**config.mk**
```make
export PLATFORM = sky130hd
export DESIGN_NAME = spreadsheet_date_serial_converter_top
export DESIGN_NICKNAME = d
export VERILOG_FILES = /design/src/hw/rtl/sdsc_pkg.sv /design/src/hw/rtl/spreadsheet_date_serial_converter_top.sv /design/src/hw/rtl/sdsc_ctrl.sv /design/src/hw/rtl/sdsc_dp.sv
export SDC_FILE = /design/constraint.sdc
export NUM_CORES = 1
export LEC_CHECK = 0
export BUFFER_PORTS_ARGS = -buffer_cell sky130_fd_sc_hd__buf_4
export CORE_UTILIZATION = 42
export CTS_CLUSTER_DIAMETER = 40
export DETAILED_ROUTE_END_ITERATION = 10
export MAX_ROUTING_LAYER = met4
export SKIP_LAST_GASP = 1
export SLEW_MARGIN = 10
export SYNTH_ARGS = -nofsm -noshare
export SYNTH_HDL_FRONTEND = slang
export SYNTH_SLANG_ARGS = --single-unit
```
**constraint.sdc**
```tcl
create_clock -name clk -period 5.65 [get_ports clk]
set_input_delay 1.13 -clock clk [delete_from_list [all_inputs] [get_ports clk]]
set_output_delay 1.13 -clock clk [all_outputs]
set_load 0.02 [all_outputs]
```
**src/hw/rtl/sdsc_pkg.sv**
```systemverilog
// ----------------------------------------------------------------------------
// sdsc_pkg
// Shared types, constants and tables of the spreadsheet date serial converter.
// ----------------------------------------------------------------------------
`timescale 1ns / 1ps
`default_nettype none

package sdsc_pkg;

  localparam int unsigned SERIAL_W   = 22;
  localparam int unsigned YEAR_W     = 14;
  localparam int unsigned MONTH_IN_W = 7;
  localparam int unsigned DAY_IN_W   = 7;
  localparam int unsigned MONTH_W    = 4;
  localparam int unsigned DAY_W      = 5;
  localparam int unsigned STATUS_W   = 3;
  localparam int unsigned DOY_W      = 9;
  localparam int unsigned Q100_W     = 8;

  localparam logic [YEAR_W-1:0]   FIRST_YEAR     = 14'd1900;
  localparam logic [YEAR_W-1:0]   LAST_YEAR      = 14'd9999;
  localparam logic [YEAR_W-1:0]   EPOCH_YEAR     = 14'd1600;
  localparam logic [SERIAL_W-1:0] SERIAL_MAX     = 22'd2958465;
  localparam logic [SERIAL_W-1:0] PHANTOM_SERIAL = 22'd60;
  // Day index counted from 1 March 1600; true day count d maps to d + EPOCH_OFFSET
  localparam logic [SERIAL_W-1:0] EPOCH_OFFSET   = 22'd109512;
  // Day index of 1 March 1900, the first date after the phantom leap day
  localparam logic [SERIAL_W-1:0] MARCH_1900_IDX = 22'd109572;

  // year / 100 as (year * RECIP_100) >> RECIP_SHIFT, exact for 14-bit years
  localparam logic [12:0] RECIP_100   = 13'd5243;
  localparam int unsigned RECIP_SHIFT = 19;
  localparam int unsigned PROD_W      = YEAR_W + 13;

  localparam int unsigned STEP_COUNT = 14;
  localparam int unsigned STEP_W     = 4;
  localparam logic [STEP_W-1:0] STEP_LAST = 4'(STEP_COUNT - 1);

  typedef enum logic [STATUS_W-1:0] {
    STATUS_OK           = 3'd0,
    STATUS_BAD_MONTH    = 3'd1,
    STATUS_BAD_DAY      = 3'd2,
    STATUS_YEAR_RANGE   = 3'd3,
    STATUS_SERIAL_RANGE = 3'd4
  } status_t;

  typedef enum logic {
    REQ_TO_SERIAL = 1'b0,
    REQ_TO_DATE   = 1'b1
  } req_t;

  typedef enum logic [2:0] {
    ST_IDLE,
    ST_LEAP,
    ST_CHECK,
    ST_STEP,
    ST_MONTH,
    ST_FINISH
  } ctrl_state_t;

  typedef struct packed {
    logic              load_in;
    logic              leap;
    logic              check;
    logic              step;
    logic [STEP_W-1:0] step_idx;
    logic              month;
    logic              load_out;
  } dp_cmd_t;

  typedef struct packed {
    logic to_date;
    logic chk_err;
  } dp_sts_t;

  // Mixed-radix digit weights in days: 400-year eras, centuries, 4-year blocks, years
  function automatic logic [SERIAL_W-1:0] step_days(input logic [STEP_W-1:0] idx);
    logic [SERIAL_W-1:0] d;
    unique case (idx)
      4'd0:    d = 22'd2337552;
      4'd1:    d = 22'd1168776;
      4'd2:    d = 22'd584388;
      4'd3:    d = 22'd292194;
      4'd4:    d = 22'd146097;
      4'd5:    d = 22'd73048;
      4'd6:    d = 22'd36524;
      4'd7:    d = 22'd23376;
      4'd8:    d = 22'd11688;
      4'd9:    d = 22'd5844;
      4'd10:   d = 22'd2922;
      4'd11:   d = 22'd1461;
      4'd12:   d = 22'd730;
      4'd13:   d = 22'd365;
      default: d = '0;
    endcase
    return d;
  endfunction

  // Same digits in years
  function automatic logic [YEAR_W-1:0] step_years(input logic [STEP_W-1:0] idx);
    logic [YEAR_W-1:0] y;
    unique case (idx)
      4'd0:    y = 14'd6400;
      4'd1:    y = 14'd3200;
      4'd2:    y = 14'd1600;
      4'd3:    y = 14'd800;
      4'd4:    y = 14'd400;
      4'd5:    y = 14'd200;
      4'd6:    y = 14'd100;
      4'd7:    y = 14'd64;
      4'd8:    y = 14'd32;
      4'd9:    y = 14'd16;
      4'd10:   y = 14'd8;
      4'd11:   y = 14'd4;
      4'd12:   y = 14'd2;
      4'd13:   y = 14'd1;
      default: y = '0;
    endcase
    return y;
  endfunction

  // Length of a calendar month in a common year
  function automatic logic [DAY_W-1:0] month_len(input logic [MONTH_W-1:0] m);
    logic [DAY_W-1:0] n;
    unique case (m)
      4'd1, 4'd3, 4'd5, 4'd7, 4'd8, 4'd10, 4'd12: n = 5'd31;
      4'd4, 4'd6, 4'd9, 4'd11:                   n = 5'd30;
      4'd2:                                      n = 5'd28;
      default:                                   n = 5'd0;
    endcase
    return n;
  endfunction

  // Days before month mp of a year that starts in March (mp 0 = March)
  function automatic logic [DOY_W-1:0] march_cum(input logic [MONTH_W-1:0] mp);
    logic [DOY_W-1:0] c;
    unique case (mp)
      4'd0:    c = 9'd0;
      4'd1:    c = 9'd31;
      4'd2:    c = 9'd61;
      4'd3:    c = 9'd92;
      4'd4:    c = 9'd122;
      4'd5:    c = 9'd153;
      4'd6:    c = 9'd184;
      4'd7:    c = 9'd214;
      4'd8:    c = 9'd245;
      4'd9:    c = 9'd275;
      4'd10:   c = 9'd306;
      4'd11:   c = 9'd337;
      default: c = 9'd0;
    endcase
    return c;
  endfunction

endpackage

`default_nettype wire

```
**src/hw/rtl/spreadsheet_date_serial_converter_top.sv**
```systemverilog
// ----------------------------------------------------------------------------
// spreadsheet_date_serial_converter_top
// Converts dates to 1900-system serial day numbers and back.
//
// The request channel (in_valid / in_ready) carries req_type and either a
// date (year_in, month_in, day_in) or serial_in. The result channel
// (out_valid / out_ready) carries serial_out, year_out, month_out, day_out
// and status; each request gives exactly one result.
// One request is worked on at a time; in_ready is high only when the block
// is idle. A request passes through the leap, check, digit-step, month
// (serial to date only) and finish states before its result is loaded; a
// failed check goes straight to finish. The next request is taken once the
// sequencer is back in idle. The shared compare-subtract unit works through
// 14 digit steps (400-year eras, centuries, 4-year blocks, years).
// The result sits in an output register: while the receiver stalls, the
// next request is taken and worked on, and only its final load waits for
// the output register to drain. Reset returns the sequencer to idle and
// drops out_valid.
// ----------------------------------------------------------------------------
`timescale 1ns / 1ps
`default_nettype none

module spreadsheet_date_serial_converter_top
  import sdsc_pkg::*;
(
  input  logic                  clk,
  input  logic                  rst,
  input  logic                  in_valid,
  output logic                  in_ready,
  input  logic                  req_type,
  input  logic [YEAR_W-1:0]     year_in,
  input  logic [MONTH_IN_W-1:0] month_in,
  input  logic [DAY_IN_W-1:0]   day_in,
  input  logic [SERIAL_W-1:0]   serial_in,
  output logic                  out_valid,
  input  logic                  out_ready,
  output logic [SERIAL_W-1:0]   serial_out,
  output logic [YEAR_W-1:0]     year_out,
  output logic [MONTH_W-1:0]    month_out,
  output logic [DAY_W-1:0]      day_out,
  output logic [STATUS_W-1:0]   status
);

  dp_cmd_t cmd;
  dp_sts_t sts;

  sdsc_ctrl u_ctrl (
    .clk       (clk),
    .rst       (rst),
    .in_valid  (in_valid),
    .in_ready  (in_ready),
    .out_valid (out_valid),
    .out_ready (out_ready),
    .sts       (sts),
    .cmd       (cmd)
  );

  sdsc_dp u_dp (
    .clk        (clk),
    .cmd        (cmd),
    .sts        (sts),
    .req_type   (req_type),
    .year_in    (year_in),
    .month_in   (month_in),
    .day_in     (day_in),
    .serial_in  (serial_in),
    .serial_out (serial_out),
    .year_out   (year_out),
    .month_out  (month_out),
    .day_out    (day_out),
    .status     (status)
  );

endmodule

`default_nettype wire

```
**src/hw/rtl/sdsc_ctrl.sv**
```systemverilog
// ----------------------------------------------------------------------------
// sdsc_ctrl
// Sequencer of the converter: handshakes, step counter and datapath commands.
// ----------------------------------------------------------------------------
`timescale 1ns / 1ps
`default_nettype none

module sdsc_ctrl
  import sdsc_pkg::*;
(
  input  logic    clk,
  input  logic    rst,
  input  logic    in_valid,
  output logic    in_ready,
  output logic    out_valid,
  input  logic    out_ready,
  input  dp_sts_t sts,
  output dp_cmd_t cmd
);

  ctrl_state_t       state, state_next;
  logic [STEP_W-1:0] step_cnt, step_cnt_next;
  logic              out_valid_next;
  logic              slot_free;

  assign slot_free = !out_valid || out_ready;

  always_ff @(posedge clk) begin
    if (rst) begin
      state     <= ST_IDLE;
      step_cnt  <= '0;
      out_valid <= 1'b0;
    end else begin
      state     <= state_next;
      step_cnt  <= step_cnt_next;
      out_valid <= out_valid_next;
    end
  end

  always_comb begin
    state_next = state;
    unique case (state)
      ST_IDLE:   if (in_valid) state_next = ST_LEAP;
      ST_LEAP:   state_next = ST_CHECK;
      ST_CHECK:  state_next = sts.chk_err ? ST_FINISH : ST_STEP;
      ST_STEP: begin
        if (step_cnt == STEP_LAST) state_next = sts.to_date ? ST_MONTH : ST_FINISH;
      end
      ST_MONTH:  state_next = ST_FINISH;
      ST_FINISH: if (slot_free) state_next = ST_IDLE;
      default:   state_next = ST_IDLE;
    endcase
  end

  always_comb begin
    in_ready      = 1'b0;
    cmd           = '0;
    cmd.step_idx  = step_cnt;
    step_cnt_next = step_cnt;
    unique case (state)
      ST_IDLE: begin
        in_ready    = 1'b1;
        cmd.load_in = in_valid;
      end
      ST_LEAP:  cmd.leap = 1'b1;
      ST_CHECK: begin
        cmd.check     = 1'b1;
        step_cnt_next = '0;
      end
      ST_STEP: begin
        cmd.step      = 1'b1;
        step_cnt_next = step_cnt + 1'b1;
      end
      ST_MONTH:  cmd.month = 1'b1;
      ST_FINISH: cmd.load_out = slot_free;
      default:   cmd = '0;
    endcase
  end

  // Hold the result until the transfer, reload when a new one is ready
  always_comb begin
    out_valid_next = out_valid;
    if (cmd.load_out) begin
      out_valid_next = 1'b1;
    end else if (out_ready) begin
      out_valid_next = 1'b0;
    end
  end

endmodule

`default_nettype wire

```
**src/hw/rtl/sdsc_dp.sv**
```systemverilog
// ----------------------------------------------------------------------------
// sdsc_dp
// Datapath: request registers, validity checks, shared compare-subtract
// digit unit, month lookup and output registers.
// ----------------------------------------------------------------------------
`timescale 1ns / 1ps
`default_nettype none

module sdsc_dp
  import sdsc_pkg::*;
(
  input  logic                  clk,
  input  dp_cmd_t               cmd,
  output dp_sts_t               sts,
  input  logic                  req_type,
  input  logic [YEAR_W-1:0]     year_in,
  input  logic [MONTH_IN_W-1:0] month_in,
  input  logic [DAY_IN_W-1:0]   day_in,
  input  logic [SERIAL_W-1:0]   serial_in,
  output logic [SERIAL_W-1:0]   serial_out,
  output logic [YEAR_W-1:0]     year_out,
  output logic [MONTH_W-1:0]    month_out,
  output logic [DAY_W-1:0]      day_out,
  output logic [STATUS_W-1:0]   status
);

  req_t                  req_r;
  logic [YEAR_W-1:0]     year_r;
  logic [MONTH_IN_W-1:0] month_r;
  logic [DAY_IN_W-1:0]   day_r;
  logic [SERIAL_W-1:0]   serial_r;
  logic [Q100_W-1:0]     q100;
  logic [SERIAL_W-1:0]   src;
  logic [SERIAL_W-1:0]   acc;
  status_t               wk_status;
  logic                  zero_day;
  logic [MONTH_W-1:0]    wk_month;
  logic [DAY_W-1:0]      wk_day;
  status_t               out_status;

  logic [PROD_W-1:0]   prod;
  logic [YEAR_W-1:0]   hundreds;
  logic                div100, leap, month_ok;
  logic [DAY_W-1:0]    mlen;
  status_t             chk_status;
  logic [YEAR_W-1:0]   march_year;
  logic [MONTH_W-1:0]  mp_fwd;
  logic [DOY_W-1:0]    fwd_doy;
  logic [SERIAL_W-1:0] true_day;
  logic [SERIAL_W-1:0] cmp_val, add_val;
  logic [DOY_W-1:0]    doy;
  logic [MONTH_W-1:0]  mp_rev;
  logic [DOY_W-1:0]    rev_day;
  logic [SERIAL_W-1:0] fwd_serial;

  assign prod = PROD_W'(year_r) * PROD_W'(RECIP_100);

  // Leap year from the registered year / 100
  always_comb begin
    hundreds = YEAR_W'(q100) * 14'd100;
    div100   = (hundreds == year_r);
    leap     = div100 ? (q100[1:0] == 2'b00) : (year_r[1:0] == 2'b00);
    month_ok = (month_r >= 7'd1) && (month_r <= 7'd12);
    mlen     = month_len(month_r[MONTH_W-1:0]) +
               DAY_W'(month_r == 7'd2 && leap);
  end

  always_comb begin
    if (req_r == REQ_TO_DATE) begin
      chk_status = (serial_r > SERIAL_MAX) ? STATUS_SERIAL_RANGE : STATUS_OK;
    end else begin
      priority if (!month_ok) begin
        chk_status = STATUS_BAD_MONTH;
      end else if (day_r == '0 || day_r > DAY_IN_W'(mlen)) begin
        chk_status = STATUS_BAD_DAY;
      end else if (year_r < FIRST_YEAR || year_r > LAST_YEAR) begin
        chk_status = STATUS_YEAR_RANGE;
      end else begin
        chk_status = STATUS_OK;
      end
    end
  end

  assign sts.to_date = (req_r == REQ_TO_DATE);
  assign sts.chk_err = (chk_status != STATUS_OK);

  // Years and months counted from March, so the leap day ends the year
  always_comb begin
    march_year = year_r - YEAR_W'(month_r <= 7'd2);
    mp_fwd     = (month_r >= 7'd3) ? MONTH_W'(month_r - 7'd3) : MONTH_W'(month_r + 7'd9);
    fwd_doy    = march_cum(mp_fwd) + DOY_W'(day_r) - 9'd1;
    true_day   = serial_r - SERIAL_W'(serial_r > PHANTOM_SERIAL);
  end

  // One digit per step: weights in days for serial to date, years otherwise
  always_comb begin
    if (req_r == REQ_TO_DATE) begin
      cmp_val = step_days(cmd.step_idx);
      add_val = SERIAL_W'(step_years(cmd.step_idx));
    end else begin
      cmp_val = SERIAL_W'(step_years(cmd.step_idx));
      add_val = step_days(cmd.step_idx);
    end
  end

  always_comb begin
    doy    = src[DOY_W-1:0];
    mp_rev = '0;
    for (int k = 1; k < 12; k++) begin
      if (doy >= march_cum(MONTH_W'(k))) mp_rev = MONTH_W'(k);
    end
    rev_day = doy - march_cum(mp_rev) + 9'd1;
  end

  // Add the phantom leap day from 1 March 1900 on
  assign fwd_serial = (acc >= MARCH_1900_IDX) ? acc - (EPOCH_OFFSET - 22'd1)
                                              : acc - EPOCH_OFFSET;

  always_ff @(posedge clk) begin
    if (cmd.load_in) begin
      req_r    <= req_t'(req_type);
      year_r   <= year_in;
      month_r  <= month_in;
      day_r    <= day_in;
      serial_r <= serial_in;
    end
    if (cmd.leap) begin
      q100 <= prod[PROD_W-1:RECIP_SHIFT];
    end
    if (cmd.check) begin
      wk_status <= chk_status;
      zero_day  <= (serial_r == '0);
      if (req_r == REQ_TO_DATE) begin
        src <= true_day + EPOCH_OFFSET;
        acc <= SERIAL_W'(EPOCH_YEAR);
      end else begin
        src <= SERIAL_W'(march_year - EPOCH_YEAR);
        acc <= SERIAL_W'(fwd_doy);
      end
    end
    if (cmd.step && src >= cmp_val) begin
      src <= src - cmp_val;
      acc <= acc + add_val;
    end
    if (cmd.month) begin
      if (zero_day) begin
        acc      <= SERIAL_W'(FIRST_YEAR);
        wk_month <= 4'd1;
        wk_day   <= '0;
      end else begin
        acc      <= acc + SERIAL_W'(mp_rev >= 4'd10);
        wk_month <= (mp_rev < 4'd10) ? mp_rev + 4'd3 : mp_rev - 4'd9;
        wk_day   <= rev_day[DAY_W-1:0];
      end
    end
    if (cmd.load_out) begin
      out_status <= wk_status;
      serial_out <= '0;
      year_out   <= '0;
      month_out  <= '0;
      day_out    <= '0;
      if (wk_status == STATUS_OK) begin
        if (req_r == REQ_TO_DATE) begin
          year_out  <= acc[YEAR_W-1:0];
          month_out <= wk_month;
          day_out   <= wk_day;
        end else begin
          serial_out <= fwd_serial;
        end
      end
    end
  end

  assign status = out_status;

endmodule

`default_nettype wire

```
## After elaboration in Yosys (flattened, before gate mapping)

Memories as Yosys holds them, arrays and structs flattened. A register that Yosys moved wholly into a read port is not among the register bits.
Cells that the tools add are included.

- Bits in registers: 172
- Memory bits (read-only): 1488
- Input port bits: 55
- Output and inout port bits: 50
- Logic and storage cells: 154
- Memories: 7

- $add $sub $neg: 19
- Multiply operators: 2
- Magnitude comparators: 24
- Equal/unequal tests: 11
- Muxes and demuxes: 48
- Bitwise logic cells: 1
- Reductions and logical operators: 22

Memory list:

| name | words | bits a word | read ports | clocked after Yosys merged registers in | wr ports | line | text |
|---|---|---|---|---|---|---|---|
| (name not given) | 16 | 22 | 1 | 0 | 0 | sdsc_pkg.sv:79 | `unique case (idx)` |
| (name not given) | 16 | 22 | 1 | 0 | 0 | sdsc_pkg.sv:79 |  |
| (name not given) | 16 | 13 | 1 | 0 | 0 | sdsc_pkg.sv:102 | `unique case (idx)` |
| (name not given) | 16 | 13 | 1 | 0 | 0 | sdsc_pkg.sv:102 |  |
| (name not given) | 16 | 9 | 1 | 0 | 0 | sdsc_pkg.sv:137 | `unique case (mp)` |
| (name not given) | 16 | 9 | 1 | 0 | 0 | sdsc_pkg.sv:137 |  |
| +1 memories | - | - | - | - | - | - |  |

Operators by type and width:

| cell | number |
|---|---|
| 22-bit 2-to-1 mux | 10 |
| 22-bit by 17-bit subtractor with 22-bit output, second input constant | 2 |
| 9-bit by 8-bit >= comparator with 1-bit output, second input constant | 4 |
| 3-bit 2-to-1 mux | 12 |
| 4-bit 2-to-1 mux | 8 |
| 9-bit >= comparator, second input constant | 3 |
| 14-bit by 13-bit multiplier with 27-bit output, second input constant | 1 |
| 22-bit by 1-bit adder with 22-bit output | 1 |
| 22-bit by 17-bit adder with 22-bit output, second input constant | 1 |
| 22-bit adder | 1 |
| 22-bit by 17-bit >= comparator with 1-bit output, second input constant | 1 |
| 22-bit >= comparator | 1 |
| 22-bit > comparator, second input constant | 1 |
| 22-bit by 6-bit > comparator with 1-bit output, second input constant | 1 |
| 22-bit logical NOT | 1 |
| 22-bit by 1-bit subtractor with 22-bit output | 1 |
| 22-bit subtractor | 1 |
| 9-bit by 7-bit >= comparator with 1-bit output, second input constant | 2 |
| 3-bit one-hot mux with 6 select lines | 1 |
| 14-bit by 11-bit subtractor with 15-bit output, second input constant | 1 |
| 14-bit equality test | 1 |
| 14-bit > comparator, second input constant | 1 |
| 14-bit by 11-bit less-than comparator with 1-bit output, second input constant | 1 |
| 14-bit by 1-bit subtractor with 14-bit output | 1 |
| 44 further kinds | 69 |

## Logic depth before layout (Yosys ltp)

Gate-level depths: netlist of run 1.

- Depth in word-level cells: 16
- Mapped depth: 26
- Mapped depth without buffers: 26

## Modules after synthesis

A second synthesis of run 1 with hierarchy kept.

- Cell total of the unflattened synthesis: 1897
- Area, all modules: 17977.2 µm²

Modules (own cells, without submodules):

| module | times used | cells each | area an instance (µm²) | sequential area each (µm²) |
|---|---|---|---|---|
| sdsc_dp | 1 | 1834 | 17455.5 | 4984.8 |
| sdsc_ctrl | 1 | 63 | 521.8 | 160.2 |

## Worst setup path before layout of run 1

OpenSTA, ideal clock, no wires.

- Kind: reg2reg
- From: reg u_ctrl.state[1]
- To: reg u_dp.src[0], enable pin
- Setup time: 0.537 ns
- Data arrival time: 4.867 ns
- Data required time: 5.113 ns
- Setup slack: 0.246 ns
- Cell stages (with the launch flop): 20
- Path buffers: 3
- Clock period less this slack: 5.404 ns
- Cells stage by stage: dfxtp_1 -> clkbuf_1 -> nand2_1 -> nand2_1 -> ha_1 -> clkbuf_1 -> a21boi_0 -> o21ai_0 -> nand2_1 -> o21ai_0 -> ha_1 -> inv_1 -> fa_1 -> a211o_1 -> a2111oi_2 -> o31ai_1 -> a2111o_1 -> a21oi_1 -> clkbuf_1 -> o21ai_0

- Longest elaborated chain between the ends: 8
- Elaborated cells on any way between the ends: 16
- Classes of those cells: order compare (1); eq/ne (5); mux (4); reduce/logical (4); memory (2)

RTL lines:

| what | line | text |
|---|---|---|
| start: declaration | sdsc_ctrl.sv:21 | `ctrl_state_t state, state_next;` |
| start signal: assignment | sdsc_ctrl.sv:34 | `state <= state_next;` |
| 3-bit by 1-bit equality test with 1-bit output (tied with other cells) | sdsc_ctrl.sv:60 | `unique case (state)` |
| 6-bit OR reduction (no line) | - |  |
| 4-bit 2-to-1 mux | sdsc_ctrl.sv:60 |  |
| memory read 16 x 13 bit or memory read 16 x 22 bit (tied branches) | - |  |
| 22-bit 2-to-1 mux | sdsc_dp.sv:97 | `if (req_r == REQ_TO_DATE) begin` |
| 22-bit >= comparator | sdsc_dp.sv:141 | `if (cmd.step && src >= cmp_val) begin` |
| 1-bit logical AND | sdsc_dp.sv:141 |  |
| 2-bit nonzero test (no line) * | - |  |
| end signal: assignment | sdsc_dp.sv:134 | `src <= true_day + EPOCH_OFFSET;` |
| end signal: assignment | sdsc_dp.sv:137 | `src <= SERIAL_W'(march_year - EPOCH_YEAR);` |
| end signal: assignment | sdsc_dp.sv:142 | `src <= src - cmp_val;` |
| end: declaration | sdsc_dp.sv:33 | `logic [SERIAL_W-1:0] src;` |

Every way passes the cells marked *; elsewhere a longest branch is shown, timed or not.
A chain may end at the register's enable or synchronous reset.

## Worst setup path after layout of run 1

- From: reg u_dp.q100[1]
- To: reg u_ctrl.state[2]

- Longest elaborated chain between the ends: 13
- Elaborated cells on any way between the ends: 14
- Classes of those cells: add/sub (1); mul (1); order compare (1); eq/ne (1); mux (6); reduce/logical (4)

RTL lines:

| what | line | text |
|---|---|---|
| start: declaration | sdsc_dp.sv:32 | `logic [Q100_W-1:0] q100;` |
| start signal: assignment | sdsc_dp.sv:128 | `q100 <= prod[PROD_W-1:RECIP_SHIFT];` |
| 8-bit by 5-bit multiplier with 12-bit output | sdsc_dp.sv:60 | `hundreds = YEAR_W'(q100) * 14'd100;` |
| 14-bit equality test | sdsc_dp.sv:61 | `div100 = (hundreds == year_r);` |
| 1-bit 2-to-1 mux * | sdsc_dp.sv:62 | `leap = div100 ? (q100[1:0] == 2'b00) : (year_r[1:0] == 2'b00);` |
| 1-bit logical AND * | sdsc_dp.sv:65 | `DAY_W'(month_r == 7'd2 && leap);` |
| 5-bit by 1-bit adder with 5-bit output * | sdsc_dp.sv:64 | `mlen = month_len(month_r[MONTH_W-1:0]) +` |
| 7-bit by 5-bit > comparator with 1-bit output * | sdsc_dp.sv:74 | `end else if (day_r == '0 \|\| day_r > DAY_IN_W'(mlen)) begin` |
| 1-bit logical OR * | sdsc_dp.sv:74 |  |
| 3-bit 2-to-1 mux * | sdsc_dp.sv:74 |  |
| 3-bit 2-to-1 mux * | sdsc_dp.sv:72 | `priority if (!month_ok) begin` |
| 3-bit 2-to-1 mux * | sdsc_dp.sv:69 | `if (req_r == REQ_TO_DATE) begin` |
| 3-bit nonzero test * | sdsc_dp.sv:85 | `assign sts.chk_err = (chk_status != STATUS_OK);` |
| 3-bit 2-to-1 mux * | sdsc_ctrl.sv:45 | `ST_CHECK: state_next = sts.chk_err ? ST_FINISH : ST_STEP;` |
| 3-bit one-hot mux with 6 select lines * | sdsc_ctrl.sv:42 | `unique case (state)` |

Marked as above.

==> results of run 1 <==
-- final timing paths --
kind | startpoint | end | slack, ns | depth (start not counted)
hold reg to reg | u_dp.wk_day[1] | u_dp.day_out[1] | 0.51 | 1
hold / removal | u_dp.wk_day[1] | u_dp.day_out[1] | 0.51 | 1
setup / recovery | u_dp.q100[1] | u_ctrl.state[2] | 0.24 | 26
setup reg to reg | u_dp.q100[1] | u_ctrl.state[2] | 0.24 | 26
-- kinds of logic (layout without fill, tap and decap cells) --
logic type                 after synthesis  in the layout  synth area share [%]
adders and majority gates              348            348                  27.5
DFF                                    175            175                  29.0
muxes                                   13             13                 0.740
xor gates and xnor gates               151            151                  7.45
and+or+nand+nor                        517            517                  13.7
buffers and inverters                  287            422                  6.19
AOI/OAI and AO/OA                      425            425                  15.4
-- sequential cells by signal (all words and copies together), names as in the netlist, 5 cells and up, named ones only --
register and cells:
u_dp.q100 8, u_dp.year_r 14, u_dp.year_out 14, u_dp.month_r 7
u_dp.day_r 7, u_dp.src 22, u_dp.acc 22, u_dp.day_out 5
u_dp.serial_r 22, u_dp.serial_out 22, u_dp.wk_day 5
-- final cells by class --
class / count / area, µm²
clock inverter: 12 / 113
multi-input combinational: 1454 / 11600
clock buffer: 20 / 437
tap: 532 / 666
timing repair buffer: 173 / 1310
sequential: 175 / 5140
inverter: 217 / 815
fill: 3930 / 21200
-- power by group --
| part | switching, mW | total (mW) | internal (mW) |
|---|---|---|---|
| Combinational | 2.90 | 5.26 | 2.36 |
| Sequential | 0.210 | 1.89 | 1.68 |
| Clock | 0.543 | 1.15 | 0.606 |
| Total | 3.65 | 8.30 | 4.65 |
-- cell usage in the layout, fill, tap and decap left out, types with 12 or more instances in the layout --
| cell | count |
|---|---|
| edfxtp_1 | 164 |
| and3_1 | 14 |
| nand3_1 | 44 |
| and2_1 | 39 |
| a21oi_1 | 125 |
| mux2i_1 | 12 |
| nor2_1 | 147 |
| nor3_1 | 34 |
| o21ai_0 | 74 |
| ha_1 | 276 |
| buf_4 | 172 |
| o211ai_1 | 13 |
| inv_1 | 214 |
| clkbuf_16 | 17 |
| o22ai_1 | 12 |
| a211oi_1 | 23 |
| nand4_1 | 13 |
| nand2b_1 | 15 |
| xnor2_1 | 104 |
| nand2_1 | 147 |
| xor2_1 | 47 |
| a21o_1 | 33 |
| fa_1 | 71 |
| nor2b_1 | 16 |
| a31oi_1 | 28 |
-- metal layers --
layer	wire length, µm	vias up	part of all wire [%]	GRT usage (%)
met3	1760	54	4.0	3.36
met5	0	-	0	-
met4	961	0	2.2	7.69
met1	19600	6641	44	26.2
met2	22000	290	50	37.5
li1	-	6996	-	-
-- stage by stage --
stage / area, µm² / setup slack (ns) / instances / hold WS, ns / setup TNS [ns]
floorplan: 17800 / 0.246 / 1916 / 0.442 / 0
global placement: 19400 / 0.227 / 2535 / 0.503 / 0
detailed placement: 19400 / 0.127 / 2535 / 0.505 / 0
CTS: 19900 / 0.0754 / 2567 / 0.521 / 0
global route: 20100 / -0.0754 / 2583 / 0.540 / -0.106
finish: 20100 / 0.243 / 2583 / 0.512 / 0
-- timing repair --
item / CTS / global route
setup endpoints to repair: 0 / 5
gates resized for setup: 0 / 8
endpoints found under the hold margin: 0 / 0
buffers inserted: 0 / 16
hold buffers: 0 / 0
==> results.md, run 1 <==
* Status: finished clean
* Die area at ~0.043 mm²
* Max Slew Vio Count at 0
* Initial antenna violation count at 0
* Drt pass-1 iters at 8
* GP Congestion at 0.951
* Synthesis-stage register bit count at between 150 and 200
* Post-layout util at about half
* Routed vias at approximately 14000
* Syn_nets at between 2000 and 2500
* Post-synth EDFFs at roughly 160
* Max_cap viols at 0
* Commonest cells in the netlist: ha_1 (277), inv_1 (216), edfxtp_1 (164)
* Num CTS Buffers at 17
* Die width at 208 µm
* Area grow syn2layout at 13.0%
* Unrepaired setup endpoints after global routing: yes
* Port Buffer Count at 104
* Initial Util at 43.0%
* First-pass GRT wire length at around 72000 µm
* CP peak stage delay at roughly 0.5 ns
* # clock sinks at between 150 and 200
* Post-Syn Area at 0.0178 mm²
* Area of the core at around 0.041 mm²
* DR iter-0 viols at between 700 and 800
* Leakage at 8.90 nW
* Register area share after synthesis at between 20 and 30%
* Crit path top cell by count: ha_1
* Routed wire length per instance at between 15 and 20 µm
* Synth top area share at ~28%
* Min-delay worst type: reg2reg
* VDD IR-drop max at ~0.34 mV
* Die height at 208 µm
* Power Total at between 8 and 9 mW
* Rows at 74
* Slew HR at a little under two fifths
* Post-DP HPWL at 35900 µm
* Top cells by area, synth: edfxtp_1 (28%), ha_1 (20%), fa_1 (8.0%)
* Grt ovf at 0
* Leading area contributor after synthesis: edfxtp_1
* Vias in the first global route at between 10000 and 15000
* Fmax at around 180 MHz
* Count of cell types in the netlist at slightly above 70
* Minimum clock period at between 5 and 6 ns
* CTS tree: built
* Cells after Synth at 1916
* Vias per cell at about 5.4
* Power Density at between 400 and 500 mW/mm²
* Type of the worst setup path: reg2reg
* Top Family by Delay on Critical Path: adder cells
* Worst-Skew Late Latency at 0.49 ns
* Crit end category: register
* WP buf/inv at 3
* ANT cells at 0
* Clock transition at the registers of the reported paths at approximately 0.070 ns
* Least-Margin Pin Slew at slightly above 0.9 ns
* Max Buffers Root-to-Sink at 2
* Most used DFF post-synth: edfxtp_1
* Setup Viol. Count Final at 0
* Clk root buf: clkbuf_16
* DRC viols at 0
* Share of layout cells above drive strength 1 at approximately 11%
* Yosys Warn Count at 0
* Crit start category: register
* Mapped Avg Cell Area at roughly 9.3 µm²
* Post-route clock period utilization at between 90% and 100%
* Clock skew at between 0.01 and 0.015 ns
* GRT Total Usage at 21.9%
* Final ANT Viol Nets at 0
* Fraction of registers with async set/reset at 0%
* Fin. Hold Viols at 0
* Crit path required time at just over 6 ns
* Ports at 105
* Most frequent cell after synthesis: ha_1
* CP max stage cell: or4_1
* WL final at between 40000 and 50000 µm
* Final layout net count at approximately 2400
* Depth of the CTS H-tree at 4
* Worst Path Arrival at slightly below 6 ns
* Critical path peak fanout at 3
* Largest net degree at the start of global routing at 49
(Power assumes the default switching activity.)
==> inputs of run 2 (changes only) <==
--- a/config.mk
+++ b/config.mk
@@ -7,6 +7,7 @@
 export LEC_CHECK = 0
 export BUFFER_PORTS_ARGS = -buffer_cell sky130_fd_sc_hd__buf_4
 export CORE_UTILIZATION = 42
+export CTS_BUF_LIST = sky130_fd_sc_hd__clkbuf_16
 export CTS_CLUSTER_DIAMETER = 40
 export DETAILED_ROUTE_END_ITERATION = 10
 export MAX_ROUTING_LAYER = met4
==> run 2 against run 1 <==
  * Cell count unchanged
  * Final area unchanged
  * First-iteration DRC count unchanged
  * Utilization unchanged
  * Largest power group unchanged
  * Highest routed layer unchanged
==> results.md, run 2 (synthesized netlist as in run 1, its figures left out) <==
* WP buf/inv at 3 (unchanged)
* Clk root buf: clkbuf_16
* # clock sinks at 175 (unchanged)
* Met1 WL at 19600 µm (-0.14%)
* Critical path peak fanout at 3 (unchanged)
* Power Density at 414 mW/mm² (about the same)
* Minimum clock period at 5.40 ns (-0.00528 ns)
* Multi-input logic area at 0.0116 mm² (unchanged)
* CTS tree: built
* Area of the core at 0.0413 mm² (unchanged)
* Max_cap viols at 0 (unchanged)
* Comb power frac at 63.4% (about the same)
* Hold buffer count at CTS at 0 (unchanged)
* GP Congestion at 0.951 (unchanged)
* Rows at 74 (unchanged)
* WL met3 at 1780 µm (+1.1%)
* Most frequent cells in the layout: ha_1 (276), inv_1 (217), buf_4 (172)
* GRT Total Usage at 21.9% (unchanged)
* Max Slew Vio Count at 0 (unchanged)
* Worst-Skew Late Latency at 0.49 ns (about the same)
* Net switching power at 3.65 mW (about the same)
* Share of layout cells above drive strength 1 at 11.2% (unchanged)
* Routed vias at 14000 (-0.014%)
* Slew HR at 38.1% (about the same)
* Most common cell after layout, fill and taps aside: ha_1
* Crit path required time at 6.03 ns (about the same)
* Die width at 208 µm (unchanged)
* Type of the worst setup path: reg2reg
* Top sig layer: met4
* DRC viols at 0 (unchanged)
* Min-delay worst type: reg2reg
* Worst Path Arrival at 5.78 ns (about the same)
* Post-layout util at 48.6% (unchanged)
* CP peak stage delay at 0.50 ns (about the same)
* Internal power at 4.64 mW (-0.12%)
* Area grow syn2layout at 13.0% (unchanged)
* Vias in the first global route at 13800 (unchanged)
* Port Buffer Count at 104 (unchanged)
* Fillers at 3930 (unchanged)
* Crit path top cell by count: ha_1
* Setup Viol. Count Final at 0 (unchanged)
* Setup ws final at 0.249 ns (+0.00528 ns)
* Status: finished clean
* Drt pass-1 iters at 8 (unchanged)
* Clock Power Share at 13.8% (about the same)
* Clock skew at 0.0113 ns (-0.00000190 ns)
* Crit start category: register
* Routed wire length per instance at 17.2 µm (about the same)
* Die area at 0.0431 mm² (unchanged)
* Post-route clock period utilization at 95.6% (about the same)
* Met2 WL at 22000 µm (about the same)
* Unrepaired setup endpoints after global routing: yes
* Non-filler cells in the finished layout at 2583 (unchanged)
* Placed cell count at 2535 (unchanged)
* Setup WS pre-CTS at 0.127 ns (unchanged)
* Reg power frac at 22.8% (about the same)
* FF/Latch Area at 0.00514 mm² (unchanged)
* Largest net degree at the start of global routing at 49 (unchanged)
* Num CTS Buffers at 17 (unchanged)
* Switch share at 44.0% (about the same)
* Max Buffers Root-to-Sink at 2 (unchanged)
* Initial antenna violation count at 0 (unchanged)
* Post-DP HPWL at 35900 µm (unchanged)
* CP max stage cell: or4_1
* WL final at 44400 µm (about the same)
* Crit end category: register
* Vias per cell at 5.41 (about the same)
* Fin. Hold Viols at 0 (unchanged)
* Final layout net count at 2441 (unchanged)
* ANT cells at 0 (unchanged)
* Final ANT Viol Nets at 0 (unchanged)
* Clock transition at the registers of the reported paths at 0.07 ns (about the same)
* Die height at 208 µm (unchanged)
* DR iter-0 viols at 736 (unchanged)
* Grt ovf at 0 (unchanged)
* First-pass GRT wire length at 72200 µm (unchanged)
* Initial Util at 43.0% (unchanged)
* Depth of the CTS H-tree at 4 (unchanged)
* Fmax at 185 MHz (about the same)
* Ports at 105 (unchanged)
* Least-Margin Pin Slew at 0.928 ns (-0.0000453 ns)
* Top Family by Delay on Critical Path: adder cells
* Leakage at 8.91 nW (+0.14%)
* VDD IR-drop max at 0.341 mV (unchanged)
[run 2: changes by cell type in the layout (fill, tap and decap cells not counted)]
cell,change
clkbuf_1,-3
inv_1,+3
[run 2: final cells by class]
cell class,count,share of cell area (%)
sequential,175,25.6
timing repair buffer,173,6.54
inverter,217,4.06
clock inverter,15,0.617
tap,532,3.32
clock buffer,17,2.12
multi-input combinational,1454,57.7
[run 2: path summary, 6_finish.rpt]
path                       start         endpoint  slack, ns  depth (start not counted)
setup / recovery    u_dp.q100[1]  u_ctrl.state[2]       0.25                         26
hold / removal    u_dp.wk_day[1]  u_dp.day_out[1]       0.51                          1
setup reg to reg    u_dp.q100[1]  u_ctrl.state[2]       0.25                         26
hold reg to reg   u_dp.wk_day[1]  u_dp.day_out[1]       0.51                          1
[run 2: metrics by stage]
step / hold WS [ns] / setup TNS, ns / power (mW) / area, µm²
after floorplan: 0.442 / 0 / 5.75 / 17800
after global placement: 0.503 / 0 / 6.95 / 19400
after detailed placement: 0.505 / 0 / 7.04 / 19400
after CTS: 0.521 / 0 / 8.27 / 19900
after global routing: 0.540 / -0.106 / 9.24 / 20100
final: 0.512 / 0 / 8.30 / 20100
[run 2: timing repair]
item / in CTS / in global routing
setup buffers: 0 / 16
gates resized for setup: 0 / 8
endpoints found under the setup margin: 0 / 5
[run 2: layer usage]
| metal | GRT usage [%] | vias to the layer above |
|---|---|---|
| met4 | 7.69 | 0 |
| met1 | 26.2 | 6640 |
| met3 | 3.36 | 54 |
| met5 | - | - |
| met2 | 37.5 | 290 |
| li1 | - | 6995 |
[run 2: power by group through the flow]
stage	combinational, mW	clock, mW	sequential [mW]
2_1_floorplan	3.92	0	1.83
3_3_place_gp	5.02	0	1.92
3_5_place_dp	5.12	0	1.93
4_1_cts	5.19	1.19	1.90
5_1_grt	6.10	1.22	1.91
6_report	5.26	1.14	1.89
